==> src/sv/cur_pkg.sv <==
package cur_pkg;

	localparam int CHUNK_BYTES = 512;
	localparam int CB_W = $clog2(CHUNK_BYTES + 1);
	localparam int NSLOT = 12;

	// transmitted byte codes
	localparam logic [7:0] B_READY = 8'h03;
	localparam logic [7:0] B_ACK = 8'h06;
	localparam logic [7:0] B_NAK = 8'h15;
	localparam logic [7:0] B_R = 8'h52;
	localparam logic [7:0] B_E = 8'h45;
	localparam logic [7:0] B_S = 8'h53;
	localparam logic [7:0] B_O = 8'h4F;
	localparam logic [7:0] B_K = 8'h4B;
	localparam logic [7:0] B_G = 8'h47;

	// event codes
	localparam logic [2:0] EV_NONE = 3'd0;
	localparam logic [2:0] EV_BAD_SIZE = 3'd1;
	localparam logic [2:0] EV_DONE = 3'd2;
	localparam logic [2:0] EV_ABORT = 3'd3;
	localparam logic [2:0] EV_LOST = 3'd4;

	// register indexes
	localparam logic [2:0] CFG_READY_TO = 3'd0;
	localparam logic [2:0] CFG_BYTE_TO = 3'd1;
	localparam logic [2:0] CFG_MAX_SIZE = 3'd2;
	localparam logic [2:0] CFG_MAX_RETRY = 3'd3;
	localparam logic [2:0] CFG_LOAD_BASE = 3'd4;

	// command slot positions, emitted lowest first
	localparam int SL_EV_FIRST = 0;
	localparam int SL_PRE = 1;
	localparam int SL_WORD = 4;
	localparam int SL_G = 8;
	localparam int SL_O = 9;
	localparam int SL_EV_END = 10;
	localparam int SL_WRITE = 11;

	typedef enum logic [5:0] {
		PH_ANNOUNCE = 6'b000001,
		PH_WAIT     = 6'b000010,
		PH_HEADER   = 6'b000100,
		PH_RES_K    = 6'b001000,
		PH_DATA     = 6'b010000,
		PH_CRC      = 6'b100000
	} phase_t;

	typedef struct packed {
		logic [21:0] ready_timeout;
		logic [15:0] byte_timeout;
		logic [26:0] max_size;
		logic [3:0]  retry_limit;
		logic [31:0] load_base;
	} cfg_t;

	typedef struct packed {
		logic [NSLOT-1:0] mask;
		logic [2:0]       ev_first;
		logic [7:0]       pb0;
		logic [7:0]       pb1;
		logic [7:0]       pb2;
		logic [31:0]      word;
		logic [2:0]       ev_end;
		logic [31:0]      waddr;
		logic [7:0]       wdata;
	} cmd_t;

	typedef struct packed {
		logic        tx_valid;
		logic [7:0]  tx_byte;
		logic        write_valid;
		logic [31:0] write_addr;
		logic [7:0]  write_data;
		logic [2:0]  event_res;
		logic        last;
	} res_t;

	function automatic logic [31:0] crc_byte(input logic [31:0] c_in, input logic [7:0] b);
		logic [31:0] c;
		c = c_in ^ {24'd0, b};
		for (int k = 0; k < 8; k++) begin
			c = c[0] ? ((c >> 1) ^ 32'hEDB88320) : (c >> 1);
		end
		return c;
	endfunction

endpackage

==> src/sv/cur_front.sv <==
module cur_front (
	input  logic            clk,
	input  logic            arst_n,
	input  cur_pkg::cfg_t   cfg,
	input  logic            acc,
	input  logic            mode,
	input  logic [7:0]      rx_byte,
	output cur_pkg::cmd_t   cmd,
	output logic            cmd_push
);

	cur_pkg::phase_t ph_q, ph_d;
	logic [21:0] timer_q, timer_d, timer_inc;
	logic [1:0]  hc_q, hc_d;
	logic [23:0] gat_q, gat_d;
	logic [26:0] size_q, size_d, off_q, off_d;
	logic [31:0] chunk_q, chunk_d, good_q, good_d;
	logic        have_q, have_d, res_q, res_d;
	logic [cur_pkg::CB_W-1:0] cbc_q, cbc_d, len;
	logic [3:0]  att_q, att_d, att_n;
	logic [31:0] crc_q, crc_d, full;
	logic [26:0] rem, off_new, start_off;
	logic [31:0] start_chunk;
	logic [43:0] roff;
	logic        do_ann, do_clear, do_start, do_begin, do_go;

	always_comb begin
		rem = size_q - off_q;
		len = (rem > 27'(cur_pkg::CHUNK_BYTES)) ? cur_pkg::CB_W'(cur_pkg::CHUNK_BYTES)
			: rem[cur_pkg::CB_W-1:0];
		timer_inc = (timer_q != '1) ? timer_q + 22'd1 : timer_q;
		full = {rx_byte, gat_q};
		roff = 44'({1'b0, good_q} + 33'd1) * 44'(cur_pkg::CHUNK_BYTES);
		off_new = off_q + 27'(len);
		att_n = (att_q < 4'd15) ? att_q + 4'd1 : att_q;
	end

	always_comb begin
		ph_d = ph_q; timer_d = timer_q; hc_d = hc_q; gat_d = gat_q;
		size_d = size_q; off_d = off_q; chunk_d = chunk_q; good_d = good_q;
		have_d = have_q; res_d = res_q; cbc_d = cbc_q; att_d = att_q; crc_d = crc_q;
		do_ann = 1'b0; do_clear = 1'b0; do_start = 1'b0; do_begin = 1'b0; do_go = 1'b0;
		start_off = '0; start_chunk = '0;
		cmd = '0;
		if (acc) begin
			case (ph_q)
				cur_pkg::PH_WAIT: begin
					if (mode) begin
						timer_d = timer_inc;
						if (timer_inc >= cfg.ready_timeout) do_ann = 1'b1;
					end else if (res_q) begin
						if (rx_byte == cur_pkg::B_O) begin
							ph_d = cur_pkg::PH_RES_K;
							timer_d = '0;
						end else begin
							do_ann = 1'b1;
						end
					end else begin
						gat_d = {16'd0, rx_byte};
						hc_d = 2'd1;
						ph_d = cur_pkg::PH_HEADER;
					end
				end
				cur_pkg::PH_HEADER: begin
					if (!mode) begin
						if (hc_q == 2'd3) begin
							hc_d = '0;
							if (full == '0 || full > {5'd0, cfg.max_size}) begin
								size_d = '0;
								cmd.ev_first = cur_pkg::EV_BAD_SIZE;
								cmd.mask[cur_pkg::SL_EV_FIRST] = 1'b1;
								do_ann = 1'b1;
							end else begin
								size_d = full[26:0];
								cmd.pb0 = cur_pkg::B_O;
								cmd.pb1 = cur_pkg::B_K;
								cmd.mask[cur_pkg::SL_PRE] = 1'b1;
								cmd.mask[cur_pkg::SL_PRE+1] = 1'b1;
								good_d = '0;
								have_d = 1'b0;
								do_start = 1'b1;
							end
						end else begin
							case (hc_q)
								2'd1: gat_d[15:8] = rx_byte;
								2'd2: gat_d[23:16] = rx_byte;
								default: gat_d[7:0] = rx_byte;
							endcase
							hc_d = hc_q + 2'd1;
						end
					end
				end
				cur_pkg::PH_RES_K: begin
					if (mode) begin
						timer_d = timer_inc;
						if (timer_inc >= {6'd0, cfg.byte_timeout}) do_ann = 1'b1;
					end else if (rx_byte == cur_pkg::B_K) begin
						if (have_q) begin
							start_off = (roff > {17'd0, size_q}) ? size_q : roff[26:0];
							start_chunk = good_q + 32'd1;
						end
						do_start = 1'b1;
					end else begin
						do_ann = 1'b1;
					end
				end
				cur_pkg::PH_DATA: begin
					if (mode) begin
						timer_d = timer_inc;
						if (timer_inc >= {6'd0, cfg.byte_timeout}) begin
							cmd.ev_first = cur_pkg::EV_LOST;
							cmd.mask[cur_pkg::SL_EV_FIRST] = 1'b1;
							res_d = 1'b1;
							do_ann = 1'b1;
						end
					end else begin
						cmd.mask[cur_pkg::SL_WRITE] = 1'b1;
						cmd.waddr = cfg.load_base + 32'(off_q) + 32'(cbc_q);
						cmd.wdata = rx_byte;
						crc_d = cur_pkg::crc_byte(crc_q, rx_byte);
						cbc_d = cbc_q + 1'b1;
						timer_d = '0;
						if ({1'b0, cbc_q} + 1'b1 >= {1'b0, len}) begin
							hc_d = '0;
							gat_d = '0;
							ph_d = cur_pkg::PH_CRC;
						end
					end
				end
				cur_pkg::PH_CRC: begin
					if (mode) begin
						timer_d = timer_inc;
						if (timer_inc >= {6'd0, cfg.byte_timeout}) begin
							cmd.ev_first = cur_pkg::EV_LOST;
							cmd.mask[cur_pkg::SL_EV_FIRST] = 1'b1;
							res_d = 1'b1;
							do_ann = 1'b1;
						end
					end else begin
						timer_d = '0;
						if (hc_q == 2'd3) begin
							hc_d = '0;
							cmd.word = chunk_q;
							cmd.mask[cur_pkg::SL_PRE] = 1'b1;
							cmd.mask[cur_pkg::SL_WORD +: 4] = 4'hF;
							if (~crc_q == full) begin
								cmd.pb0 = cur_pkg::B_ACK;
								good_d = chunk_q;
								have_d = 1'b1;
								off_d = off_new;
								chunk_d = chunk_q + 32'd1;
								att_d = '0;
								if (off_new >= size_q) do_go = 1'b1;
								else do_begin = 1'b1;
							end else begin
								cmd.pb0 = cur_pkg::B_NAK;
								att_d = att_n;
								if (att_n >= cfg.retry_limit) begin
									cmd.ev_end = cur_pkg::EV_ABORT;
									cmd.mask[cur_pkg::SL_EV_END] = 1'b1;
									do_clear = 1'b1;
								end else begin
									do_begin = 1'b1;
								end
							end
						end else begin
							case (hc_q)
								2'd1: gat_d[15:8] = rx_byte;
								2'd2: gat_d[23:16] = rx_byte;
								default: gat_d[7:0] = rx_byte;
							endcase
							hc_d = hc_q + 2'd1;
						end
					end
				end
				default: do_ann = 1'b1;
			endcase

			if (do_start) begin
				res_d = 1'b0;
				att_d = '0;
				off_d = start_off;
				chunk_d = start_chunk;
				if (start_off >= size_d) do_go = 1'b1;
				else do_begin = 1'b1;
			end
			if (do_begin) begin
				cbc_d = '0; hc_d = '0; crc_d = '1; gat_d = '0; timer_d = '0;
				ph_d = cur_pkg::PH_DATA;
			end
			if (do_go) begin
				cmd.mask[cur_pkg::SL_G] = 1'b1;
				cmd.mask[cur_pkg::SL_O] = 1'b1;
				cmd.mask[cur_pkg::SL_EV_END] = 1'b1;
				cmd.ev_end = cur_pkg::EV_DONE;
				do_clear = 1'b1;
			end
			if (do_clear) begin
				res_d = 1'b0; good_d = '0; have_d = 1'b0; size_d = '0; off_d = '0;
				chunk_d = '0; att_d = '0; cbc_d = '0; hc_d = '0; crc_d = '1;
				gat_d = '0; timer_d = '0;
				ph_d = cur_pkg::PH_ANNOUNCE;
			end
			if (do_ann) begin
				cmd.mask[cur_pkg::SL_PRE +: 3] = 3'b111;
				if (res_d) begin
					cmd.pb0 = cur_pkg::B_R;
					cmd.pb1 = cur_pkg::B_E;
					cmd.pb2 = cur_pkg::B_S;
					cmd.word = good_d;
					cmd.mask[cur_pkg::SL_WORD +: 4] = 4'hF;
				end else begin
					cmd.pb0 = cur_pkg::B_READY;
					cmd.pb1 = cur_pkg::B_READY;
					cmd.pb2 = cur_pkg::B_READY;
				end
				ph_d = cur_pkg::PH_WAIT;
				timer_d = '0;
			end
		end
	end

	assign cmd_push = acc && (cmd.mask != '0);

	always_ff @(posedge clk or negedge arst_n) begin
		if (!arst_n) begin
			ph_q <= cur_pkg::PH_ANNOUNCE;
			timer_q <= '0; hc_q <= '0; gat_q <= '0; size_q <= '0; off_q <= '0;
			chunk_q <= '0; good_q <= '0; have_q <= 1'b0; res_q <= 1'b0;
			cbc_q <= '0; att_q <= '0; crc_q <= '1;
		end else begin
			ph_q <= ph_d;
			timer_q <= timer_d; hc_q <= hc_d; gat_q <= gat_d; size_q <= size_d;
			off_q <= off_d; chunk_q <= chunk_d; good_q <= good_d; have_q <= have_d;
			res_q <= res_d; cbc_q <= cbc_d; att_q <= att_d; crc_q <= crc_d;
		end
	end

endmodule

==> src/sv/cur_queue.sv <==
module cur_queue (
	input  logic          clk,
	input  logic          arst_n,
	input  logic          push,
	input  cur_pkg::cmd_t push_cmd,
	input  logic          pop,
	output cur_pkg::cmd_t head,
	output logic          head_valid,
	output logic          full
);

	cur_pkg::cmd_t ent_q [2];
	logic wp_q, rp_q;
	logic [1:0] cnt_q;

	assign head = ent_q[rp_q];
	assign head_valid = (cnt_q != 2'd0);
	assign full = (cnt_q == 2'd2);

	always_ff @(posedge clk) begin
		if (push) ent_q[wp_q] <= push_cmd;
	end

	always_ff @(posedge clk or negedge arst_n) begin
		if (!arst_n) begin
			wp_q <= 1'b0; rp_q <= 1'b0; cnt_q <= '0;
		end else begin
			if (push) wp_q <= ~wp_q;
			if (pop) rp_q <= ~rp_q;
			cnt_q <= cnt_q + {1'b0, push} - {1'b0, pop};
		end
	end

endmodule

==> src/sv/cur_back.sv <==
module cur_back (
	input  logic          clk,
	input  logic          arst_n,
	input  cur_pkg::cmd_t head,
	input  logic          head_valid,
	output logic          pop,
	output logic          out_valid,
	input  logic          out_ready,
	output cur_pkg::res_t res
);

	logic [cur_pkg::NSLOT-1:0] done_q, pend, sel, rem;
	logic emit, ov_q;
	cur_pkg::res_t res_q, nxt;

	always_comb begin
		pend = head.mask & ~done_q;
		sel = '0;
		for (int i = cur_pkg::NSLOT - 1; i >= 0; i--) begin
			if (pend[i]) sel = cur_pkg::NSLOT'(1) << i;
		end
		rem = pend & ~sel;
		nxt = '0;
		nxt.last = (rem == '0);
		case (1'b1)
			sel[cur_pkg::SL_EV_FIRST]: nxt.event_res = head.ev_first;
			sel[cur_pkg::SL_PRE]: begin nxt.tx_valid = 1'b1; nxt.tx_byte = head.pb0; end
			sel[cur_pkg::SL_PRE+1]: begin nxt.tx_valid = 1'b1; nxt.tx_byte = head.pb1; end
			sel[cur_pkg::SL_PRE+2]: begin nxt.tx_valid = 1'b1; nxt.tx_byte = head.pb2; end
			sel[cur_pkg::SL_WORD]: begin nxt.tx_valid = 1'b1; nxt.tx_byte = head.word[7:0]; end
			sel[cur_pkg::SL_WORD+1]: begin
				nxt.tx_valid = 1'b1; nxt.tx_byte = head.word[15:8];
			end
			sel[cur_pkg::SL_WORD+2]: begin
				nxt.tx_valid = 1'b1; nxt.tx_byte = head.word[23:16];
			end
			sel[cur_pkg::SL_WORD+3]: begin
				nxt.tx_valid = 1'b1; nxt.tx_byte = head.word[31:24];
			end
			sel[cur_pkg::SL_G]: begin nxt.tx_valid = 1'b1; nxt.tx_byte = cur_pkg::B_G; end
			sel[cur_pkg::SL_O]: begin nxt.tx_valid = 1'b1; nxt.tx_byte = cur_pkg::B_O; end
			sel[cur_pkg::SL_EV_END]: nxt.event_res = head.ev_end;
			sel[cur_pkg::SL_WRITE]: begin
				nxt.write_valid = 1'b1;
				nxt.write_addr = head.waddr;
				nxt.write_data = head.wdata;
			end
			default: nxt = '0;
		endcase
	end

	assign emit = head_valid && (!ov_q || out_ready);
	assign pop = emit && (rem == '0);
	assign out_valid = ov_q;
	assign res = res_q;

	always_ff @(posedge clk) begin
		if (emit) res_q <= nxt;
	end

	always_ff @(posedge clk or negedge arst_n) begin
		if (!arst_n) begin
			ov_q <= 1'b0;
			done_q <= '0;
		end else begin
			if (emit) ov_q <= 1'b1;
			else if (out_ready) ov_q <= 1'b0;
			if (pop) done_q <= '0;
			else if (emit) done_q <= done_q | sel;
		end
	end

endmodule

==> src/sv/chunked_upload_receiver_unit.sv <==
// Receiver for a chunked serial image upload.
// Input channel (in_valid/in_ready): one transaction per received byte (mode 0)
// or per timer tick (mode 1). The front end takes a transaction every cycle
// while its two-entry command queue has room, so in_ready drops only when
// the queue is full.
// Output channel (out_valid/out_ready): one transaction per result, up to
// eight per input; last marks the final result of that input. Inputs that
// cause no result give no output transaction.
// The accepting edge writes the queue; the output register loads from the
// queue head while the back end is free (out_valid low or out_ready high),
// and the back end streams one result a cycle while out_ready is high.
// A stalled receiver holds the output register; the queue then fills and
// in_ready falls until it drains.
// Reset (arst_n low): announce pending, queue empty, registers at defaults.
// The user must write config (cfg_we/cfg_index/cfg_data) only while idle;
// the block itself does not enforce this.
module chunked_upload_receiver_unit (
	input  logic        clk,
	input  logic        arst_n,
	input  logic        in_valid,
	output logic        in_ready,
	input  logic        mode,
	input  logic [7:0]  rx_byte,
	output logic        out_valid,
	input  logic        out_ready,
	output logic        tx_valid,
	output logic [7:0]  tx_byte,
	output logic        write_valid,
	output logic [31:0] write_addr,
	output logic [7:0]  write_data,
	output logic [2:0]  event_res,
	output logic        last,
	input  logic        cfg_we,
	input  logic [2:0]  cfg_index,
	input  logic [31:0] cfg_data
);

	cur_pkg::cfg_t cfg_q;
	cur_pkg::cmd_t cmd, head;
	cur_pkg::res_t res;
	logic acc, push, pop, head_valid, full;

	// config registers, out-of-range index ignored
	always_ff @(posedge clk or negedge arst_n) begin
		if (!arst_n) begin
			cfg_q.ready_timeout <= 22'd3000000;
			cfg_q.byte_timeout <= 16'd1000;
			cfg_q.max_size <= 27'h7F80000;
			cfg_q.retry_limit <= 4'd3;
			cfg_q.load_base <= 32'h00080000;
		end else if (cfg_we) begin
			case (cfg_index)
				cur_pkg::CFG_READY_TO: cfg_q.ready_timeout <= cfg_data[21:0];
				cur_pkg::CFG_BYTE_TO: cfg_q.byte_timeout <= cfg_data[15:0];
				cur_pkg::CFG_MAX_SIZE: cfg_q.max_size <= cfg_data[26:0];
				cur_pkg::CFG_MAX_RETRY: cfg_q.retry_limit <= cfg_data[3:0];
				cur_pkg::CFG_LOAD_BASE: cfg_q.load_base <= cfg_data;
				default: ;
			endcase
		end
	end

	assign in_ready = !full;
	assign acc = in_valid && in_ready;

	// front end: protocol state machine, one transaction per cycle while the queue has room
	cur_front u_front (
		.clk(clk), .arst_n(arst_n), .cfg(cfg_q), .acc(acc), .mode(mode),
		.rx_byte(rx_byte), .cmd(cmd), .cmd_push(push)
	);

	// decoupling queue of result commands
	cur_queue u_queue (
		.clk(clk), .arst_n(arst_n), .push(push), .push_cmd(cmd), .pop(pop),
		.head(head), .head_valid(head_valid), .full(full)
	);

	// back end: expands a command into its result transactions
	cur_back u_back (
		.clk(clk), .arst_n(arst_n), .head(head), .head_valid(head_valid), .pop(pop),
		.out_valid(out_valid), .out_ready(out_ready), .res(res)
	);

	assign tx_valid = res.tx_valid;
	assign tx_byte = res.tx_byte;
	assign write_valid = res.write_valid;
	assign write_addr = res.write_addr;
	assign write_data = res.write_data;
	assign event_res = res.event_res;
	assign last = res.last;

	// a result carries one kind of payload only
	a_write_alone: assert property (@(posedge clk) disable iff (!arst_n)
		out_valid && write_valid |-> !tx_valid && event_res == cur_pkg::EV_NONE)
		else $error("write result carries another payload");

	a_event_alone: assert property (@(posedge clk) disable iff (!arst_n)
		out_valid && event_res != cur_pkg::EV_NONE |-> !tx_valid && !write_valid)
		else $error("event result carries another payload");

	// a data write is always the only result of its byte
	a_write_last: assert property (@(posedge clk) disable iff (!arst_n)
		out_valid && write_valid |-> last)
		else $error("write result not marked last");

endmodule
==> config.mk <==
export PLATFORM = sky130hd
export DESIGN_NAME = chunked_upload_receiver_unit
export DESIGN_NICKNAME = d
export VERILOG_FILES = /design/src/sv/cur_pkg.sv /design/src/sv/cur_front.sv /design/src/sv/cur_queue.sv /design/src/sv/cur_back.sv /design/src/sv/chunked_upload_receiver_unit.sv
export SDC_FILE = /design/constraint.sdc
export NUM_CORES = 2
export LEC_CHECK = 0
export BUFFER_PORTS_ARGS = -buffer_cell sky130_fd_sc_hd__buf_4
export CAP_MARGIN = 30
export CORE_MARGIN = 1.5
export CORE_UTILIZATION = 50
export CTS_CLUSTER_SIZE = 16
export DETAILED_ROUTE_END_ITERATION = 7
export HOLD_SLACK_MARGIN = 0.1
export PLACE_DENSITY = 0.66
export SYNTH_ARGS = -nofsm -noshare
export SYNTH_HDL_FRONTEND = slang
export SYNTH_SLANG_ARGS = --single-unit
==> constraint.sdc <==
create_clock -name clk -period 13.25 [get_ports clk]
set_clock_uncertainty 0.15 [all_clocks]
set_input_delay 3.975 -clock clk [delete_from_list [all_inputs] [get_ports clk]]
set_output_delay 3.975 -clock clk [all_outputs]
set_load 0.01 [all_outputs]
==> metrics.cfg <==
[outcome]
status=completed

[timing]
whs_ns=0.358
grt_setup_unrepaired=false
maxSlewViolCount=0
period_needed_ns=10.80
timing.final.ws_setup_ns=2.45
worst-slew-pin-transition_ns=1.08
relSlewSlack_pct=28.1
final-hold-violation-count=0
fmax_mhz=92.6
setup_tns_ns=0
fin_crit_sh_pct=81.5
finalSetupViolCount=0

[synthesis]
synth_edf_count=240
ys_ff_latch=578
yosys.area.top_type_share_pct=20.4
synth.most_common_cell=nand2_1
synth.area.top_cells=edfxtp_1 (20%), dfrtp_1 (20%), ha_1 (8.4%), dfstp_2 (4.5%), xnor2_1 (3.6%)
yosysTopAreaCell=edfxtp_1
synthArstFlopShare_pct=58.5
synthFlopType=dfrtp_1
yosysSeqAreaShare_pct=44.5
syn_nets=3888
ys_types=97
synth_cells=3589
synth.avg_cell_area_sq_um=9.85
synthTopCellsByCount=nand2_1 (302), nor2_1 (289), dfrtp_1 (278)
syn_area_sq_um=35300
yosys_warnings=0

[global_routing]
grt_pass1_vias=27000
grt_overflow_total=0
grt_use_total_pct=30.3
grt_max_degree=89
antenna_found_initial=2
grt_pass1_wl_um=165000

[worst_hold_path]
hold_class=flip-flop to flip-flop

[clocking]
clkTransAtPathRegs_ns=0.06
worstSkewPairLatency_ns=0.62
clock-sinks=578
cts_max_level=3
root_buffer=clkbuf_16
cts_tree=yes
postCtsSetupBuffers=0
post_cts_resized=0
cts_buffer_depth=3
hold_buffers=0
cts_made_buffers=69

[setup_path]
max_stage_delay_ns=0.85
critPathLaunchType=flip-flop
required_ns=13.61
arrival_ns=11.16
cpMostUsedCell=inv_1
crit_type=flip-flop to flip-flop
cp_max_fo=26
critPathCaptureType=flip-flop
slowest_stage=nor2_1

[placed_design]
place.gp.congestion=1.03
io_buffers=104
place_ws_ns=2.66
dp_hpwl_um=80900
placed_area_sq_um=37200

[finish]
nets=3957
design_area_sq_um=39400
drive_gt1_share_pct=11.5
nFillCells=6148
register_area_sq_um=15700
syn2layout_area_growth_pct=11.6
multi_input_comb_area_sq_um=18300
num_antenna_cells=0

[power_and_ir_drop]
p_leak_nw=16.6
total_power_mw=5.73
p_per_area_nw_per_um2=145
ir_worst_vdd_uv=149

[floorplan]
io_pins=105
start_util_pct=50.5
core_sq_um=70000
die-area_sq_um=72300
die_x_um=269
rows=97
die-height_um=269

[detailed_routing]
ant_nets=0
post-route-drc-count=0
wirelength_um=110000
vias=28700
wl_per_cell_um=23.5
drt_first_pass_iters=6
drt_iter0_drc=2969
viasPerCell=6.16

[flow_run]
drv_cap=0

## kinds of logic (layout without fill, tap and decap cells)
logic type / Yosys count / count (layout) / share of synthesized area, %
AO/OA/AOI/OAI: 899 / 899 / 16.8
XOR/XNOR: 225 / 225 / 5.58
flip-flops: 578 / 578 / 44.5
adder cells (fa/ha/maj): 255 / 255 / 9.27
AND/OR/NAND/NOR: 1091 / 1091 / 14.9
multiplexers: 163 / 163 / 4.81
buffers and inverters: 378 / 504 / 4.12
## cell usage in the layout (no fill, tap or decap), drive strengths merged, types with 63 or more instances in the layout
master / instances
o21ai: 229
dfrtp: 278
a22o: 77
inv: 217
clkbuf: 100
buf: 161
nand4: 64
mux2i: 108
a21o: 63
xor2: 81
a21oi: 204
nor2: 289
nand3: 90
nor3: 99
edfxtp: 240
xnor2: 144
ha: 237
nand2: 302
## power breakdown
part / internal [mW] / leakage, nW / switching, mW
Combinational: 0.583 / 9.12 / 0.890
Sequential: 2.21 / 6.44 / 0.190
Clock: 1.06 / 1.06 / 0.785
## per-layer routing
layer / vias up / GRT usage [%] / wire, um
met2: 1230 / 43.7 / 46000
met1: 13900 / 44.2 / 49300
li1: 13300 / - / -
met3: 213 / 7.10 / 10400
met4: 2 / 10.5 / 3910
met5: - / 0 / 13
## through the flow
stage / util [%] / instances
after floorplan: - / 3589
final: 56.3 / 4655
after detailed placement: 53.1 / 4525
after CTS: 56.3 / 4653
after global placement: 53.1 / 4523
after global routing: 56.3 / 4655
## sequential cells by signal, summed over array words and instances (netlist names), 10 cells and up
signal           count
u_front.off_q       27
u_back.res          54
u_front.crc_q       32
cfg_q              101
u_back.done_q       12
u_front.cbc_q       10
u_front.timer_q     22
u_queue.ent_q      186
u_front.good_q      32
u_front.chunk_q     32
u_front.gat_q       24
u_front.size_q      27
## final timing paths
check,startpoint,to,slack [ns],depth (start not counted)
worst max-delay path,u_front.size_q[0],u_front.off_q[24],2.45,35
worst min-delay path,cfg_q[34],cfg_q[34],0.36,1
worst max register to register,u_front.size_q[0],u_front.off_q[24],2.45,35
worst min register to register,cfg_q[34],cfg_q[34],0.36,1
max in group asynchronous,arst_n,u_front.size_q[21],7.55,3
min in group asynchronous,arst_n,cfg_q[30],3.17,1
## critical path, delay by kind of cell, from the launching register on
family          cells  cell delay [ns]
xor+xnor            1             0.22
flops               1             0.43
buf+inv             4             0.67
fa+ha+maj           4             1.35
compound gates     16             3.75
simple gates       10             4.10
## final cells by class
cell class | count | share of cell area, %
Clock buffer | 100 | 4.88
Multi-Input combinational cell | 2633 | 46.3
Inverter | 215 | 2.05
Clock inverter | 28 | 0.692
Sequential cell | 578 | 39.9
Timing Repair Buffer | 161 | 3.15
Tap cell | 940 | 2.98
Power figures use the tool's default switching activity.
